===== config.mk =====
export PLATFORM = sky130hd
export DESIGN_NAME = lce_ram
export DESIGN_NICKNAME = d
export VERILOG_FILES = /design/src/rtl/core/lce_ram.sv
export SDC_FILE = /design/constraint.sdc
export NUM_CORES = 2
export LEC_CHECK = 0
export BUFFER_PORTS_ARGS = -buffer_cell sky130_fd_sc_hd__buf_4
export CORE_MARGIN = 2
export CORE_UTILIZATION = 63
export CTS_CLUSTER_DIAMETER = 60
export DETAILED_ROUTE_END_ITERATION = 8
export PLACE_DENSITY = 0.79
export RECOVER_POWER = 50
export SKIP_CTS_REPAIR_TIMING = 1
export SLEW_MARGIN = 0
export SYNTH_ARGS = -nofsm -noshare
export SYNTH_HDL_FRONTEND = slang
export SYNTH_SLANG_ARGS = --single-unit

===== constraint.sdc =====
create_clock -name clk -period 2.65 [get_ports clk]
set_clock_uncertainty 0.1 [all_clocks]
set_input_delay 0.1325 -clock clk [delete_from_list [all_inputs] [get_ports clk]]
set_output_delay 0.1325 -clock clk [all_outputs]
set_load 0.05 [all_outputs]

===== src/rtl/core/lce_ram.sv =====
`default_nettype none

module lce_ram #(
  parameter int WIDTH = 8,
  parameter int DEPTH = 256,
  localparam int AW   = $clog2(DEPTH)
) (
  input  wire logic             clk,
  input  wire logic             wr_en,
  input  wire logic [AW-1:0]    wr_addr,
  input  wire logic [WIDTH-1:0] wr_data,
  input  wire logic [AW-1:0]    rd_addr,
  output logic      [WIDTH-1:0] rd_data
);

  logic [WIDTH-1:0] mem [DEPTH];

  always_ff @(posedge clk) begin
    if (wr_en) begin
      mem[wr_addr] <= wr_data;
    end
    rd_data <= mem[rd_addr];
  end

endmodule

`default_nettype wire


==> impl_metrics.ini <==
[outcome]
run_status = finished, violations left
violations = capacitance limit, slew limit, setup timing

[logic_synthesis]
async_flop_share_pct = 0
yosys_warnings = 0
yosysUniqueCellTypes = 55
synth_edf_count = 2048
synth_cells = 3733
syn_nets = 3759
netlist_area_um2 = 79600
synth.avg_cell_area_um2 = 21.3
synth.yosys.seq_area_share_pct = 77.5
ys.flop_type = edfxtp_1
ys_ff_latch = 2056

[sta]
fin_crit_ns = 2.65
rsz0062_at_grt = false
whs_ns = 0.0189
tns_ns = -0.00655
fin_ws_ns = -0.00345
fin_crit_sh_pct = 100
worstMarginPinSlew_ns = 2.23
drv_slew = 532
hold_viol_final = 0
slew_headroom_pct = -48.6
finalSetupViolations = 3
timing.fmax_mhz = 377

[worst_setup_path]
endpoint = rd_data[1]$_DFF_P_
worstReg2RegStart = mem[66][1]$_DFFE_PP_
ff2ff_setup_slack_ns = -0.003
start_kind = flip-flop
end_kind = flip-flop
rr_worst_depth = 5
worst-path-max-fanout = 1
r2r_end = rd_data[1]$_DFF_P_
critPathLaunch = mem[66][1]$_DFFE_PP_
arrival_ns = 3.22
crit_required_ns = 3.21
critical_path_class = flip-flop to flip-flop

[die]
row_count = 130
io-pin-count = 34
start_util_pct = 63.4
die_h_um = 359
coreArea_um2 = 125000
die_area_um2 = 129000
die_w_um = 359

[routing]
finalWirelength_mm = 209
drt_iter0_drc = 7372
drc = 0
ant_nets = 0
firstDrtPassIters = 9
via_per_inst = 7.00
wl_per_cell_um = 33.8
vias = 43200

[layout]
nNetsFinal = 4381
design_area_um2 = 92100
fill_cells = 6472
fin_util_pct = 73.5
layout-drive-gt1-share_pct = 31.0
area_growth_pct = 15.8

[clock_tree]
cts_tree = done
clock-sinks = 2056
htreeDepth = 4
numCtsBuffers = 192
cts-root-buf = clkbuf_16
clk_latency_ns = 0.83
clk_path_buf_depth = 3
clk_pin_slew_ns = 0.07

[power]
clkPwrFrac_pct = 40.7
power_frac_seq_pct = 53.6
p_leak_nw = 29.8
p_int_w = 0.0527
power_per_cell_area_nw_per_um2 = 727
p_sw_w = 0.0143
power_frac_comb_pct = 5.7
swShare_pct = 21.3
ir_drop_mv = 0.760

[place]
place_congestion = 0.928
hpwl_mm = 126
placed_cell_area_um2 = 85900
numPortBuffers = 33

[min_path]
min_path_type = input pin to flip-flop

[global_routing]
grt_usage_pct = 32.7
grt_max_degree = 99
grt_pass1_vias = 43700
antenna_found_initial = 7
grt_pass1_wl_mm = 302
overflow = 0

[flow_run]
maxCapViolations = 8
## per-stage QoR
step | total power, W | setup WS (ns) | std cells
after CTS | 0.0671 | -0.518 | 6153
after global routing | 0.0684 | 0.0144 | 6168
after floorplan | 0.0384 | 0.480 | 3733
final | 0.0670 | -0.00345 | 6172
after detailed placement | 0.0403 | -0.887 | 5797
after global placement | 0.0402 | -0.905 | 5797
## power groups by stage
stage	logic [W]	registers [W]	clock network (W)
6_report	0.00380	0.0359	0.0273
2_1_floorplan	0.00174	0.0366	0
3_3_place_gp	0.00357	0.0366	0
4_1_cts	0.00373	0.0359	0.0274
3_5_place_dp	0.00366	0.0366	0
5_1_grt	0.00392	0.0359	0.0286
## worst max-delay path: stages (launching register included)
cell and delay [ns]:
edfxtp_1 0.40, mux4_2 0.48, mux4_2 0.49, nor2b_1 0.19
nor4_1 0.68, nor4_1 0.15
## cells in the final DEF (no fill, tap or decap), types with 6 or more instances in the layout
cell type / n
o211ai_1: 10
clkbuf_8: 9
inv_6: 9
a22oi_1: 133
clkbuf_1: 57
a211oi_1: 15
mux2i_1: 134
clkinvlp_4: 8
nand3_1: 34
a21oi_1: 96
buf_4: 552
clkbuf_16: 193
edfxtp_1: 2048
and2_1: 6
nand2b_1: 8
clkinv_2: 39
a22o_1: 8
buf_12: 56
nor2_1: 279
clkbuf_2: 15
a221oi_1: 11
nor3_1: 18
dlygate4sd3_1: 14
mux4_2: 454
nor2b_1: 28
nor4_1: 21
o221ai_1: 46
nand4_1: 10
o22ai_1: 28
dfxtp_1: 8
nand2_1: 33
bufinv_16: 18
o21ai_0: 10
clkinv_1: 31
## flip-flops by register name (all words and copies together) (netlist names)
name     count
mem       2048
rd_data      8
## cell type report
cell class	count	area [um2]	share of cell area, %
tap	1650	2060	2.24
clock inverter	112	1110	1.20
timing repair buffer	661	5630	6.11
multi-input combinational	1442	16500	18.0
antenna	5	12.5	0.0136
sequential	2056	61700	66.9
inverter	2	7.51	0.00815
clock buffer	244	5100	5.54
## how the worst min path moves through the flow
stage,to,start,cells past startpoint
after floorplan,mem[0][0]$_DFFE_PP_,wr_data[0],0
after global placement,mem[243][0]$_DFFE_PP_,wr_data[0],1
after detailed placement,mem[243][0]$_DFFE_PP_,wr_data[0],1
after CTS,mem[240][0]$_DFFE_PP_,wr_data[0],1
after global routing,mem[253][1]$_DFFE_PP_,wr_addr[4],4
final,mem[253][5]$_DFFE_PP_,wr_addr[4],4
## logic make-up after synthesis
group                  synth area share (%)
flip-flops                             77.5
multiplexers                           14.6
AND/OR/NAND/NOR                        2.63
AO/OA/AOI/OAI                          3.42
buffers and inverters                  1.83
## synthesized netlist by cell type, types with 8 or more instances
cell type,n,area (um2)
buf_4,27,203
nand2b_1,8,50.1
nand4_1,10,62.6
nor3_1,22,110
o221ai_1,46,403
mux4_2,454,10200
clkbuf_1,111,417
buf_12,8,160
o22ai_1,28,175
mux2i_1,134,1340
buf_1,22,82.6
buf_6,21,236
a22o_1,8,70.1
nor2b_1,31,194
a22oi_1,133,998
o211ai_1,10,75.1
buf_8,13,195
dfxtp_1,8,160
nor4_1,24,150
nand3_1,34,170
a221oi_1,13,114
a21oi_1,96,480
buf_2,31,155
edfxtp_1,2048,61500
a211oi_1,16,120
nand2_1,33,124
nor2_1,282,1060
o21ai_0,10,50.1
## metal layers
metal	share of wire, %	vias to the layer above	track usage [%]
met4	5.5	6	15.7
met5	0.017	-	0
li1	-	16900	-
met1	33	22000	43.9
met3	13	664	8.13
met2	48	3620	51.3
Power figures use the tool's default switching activity.
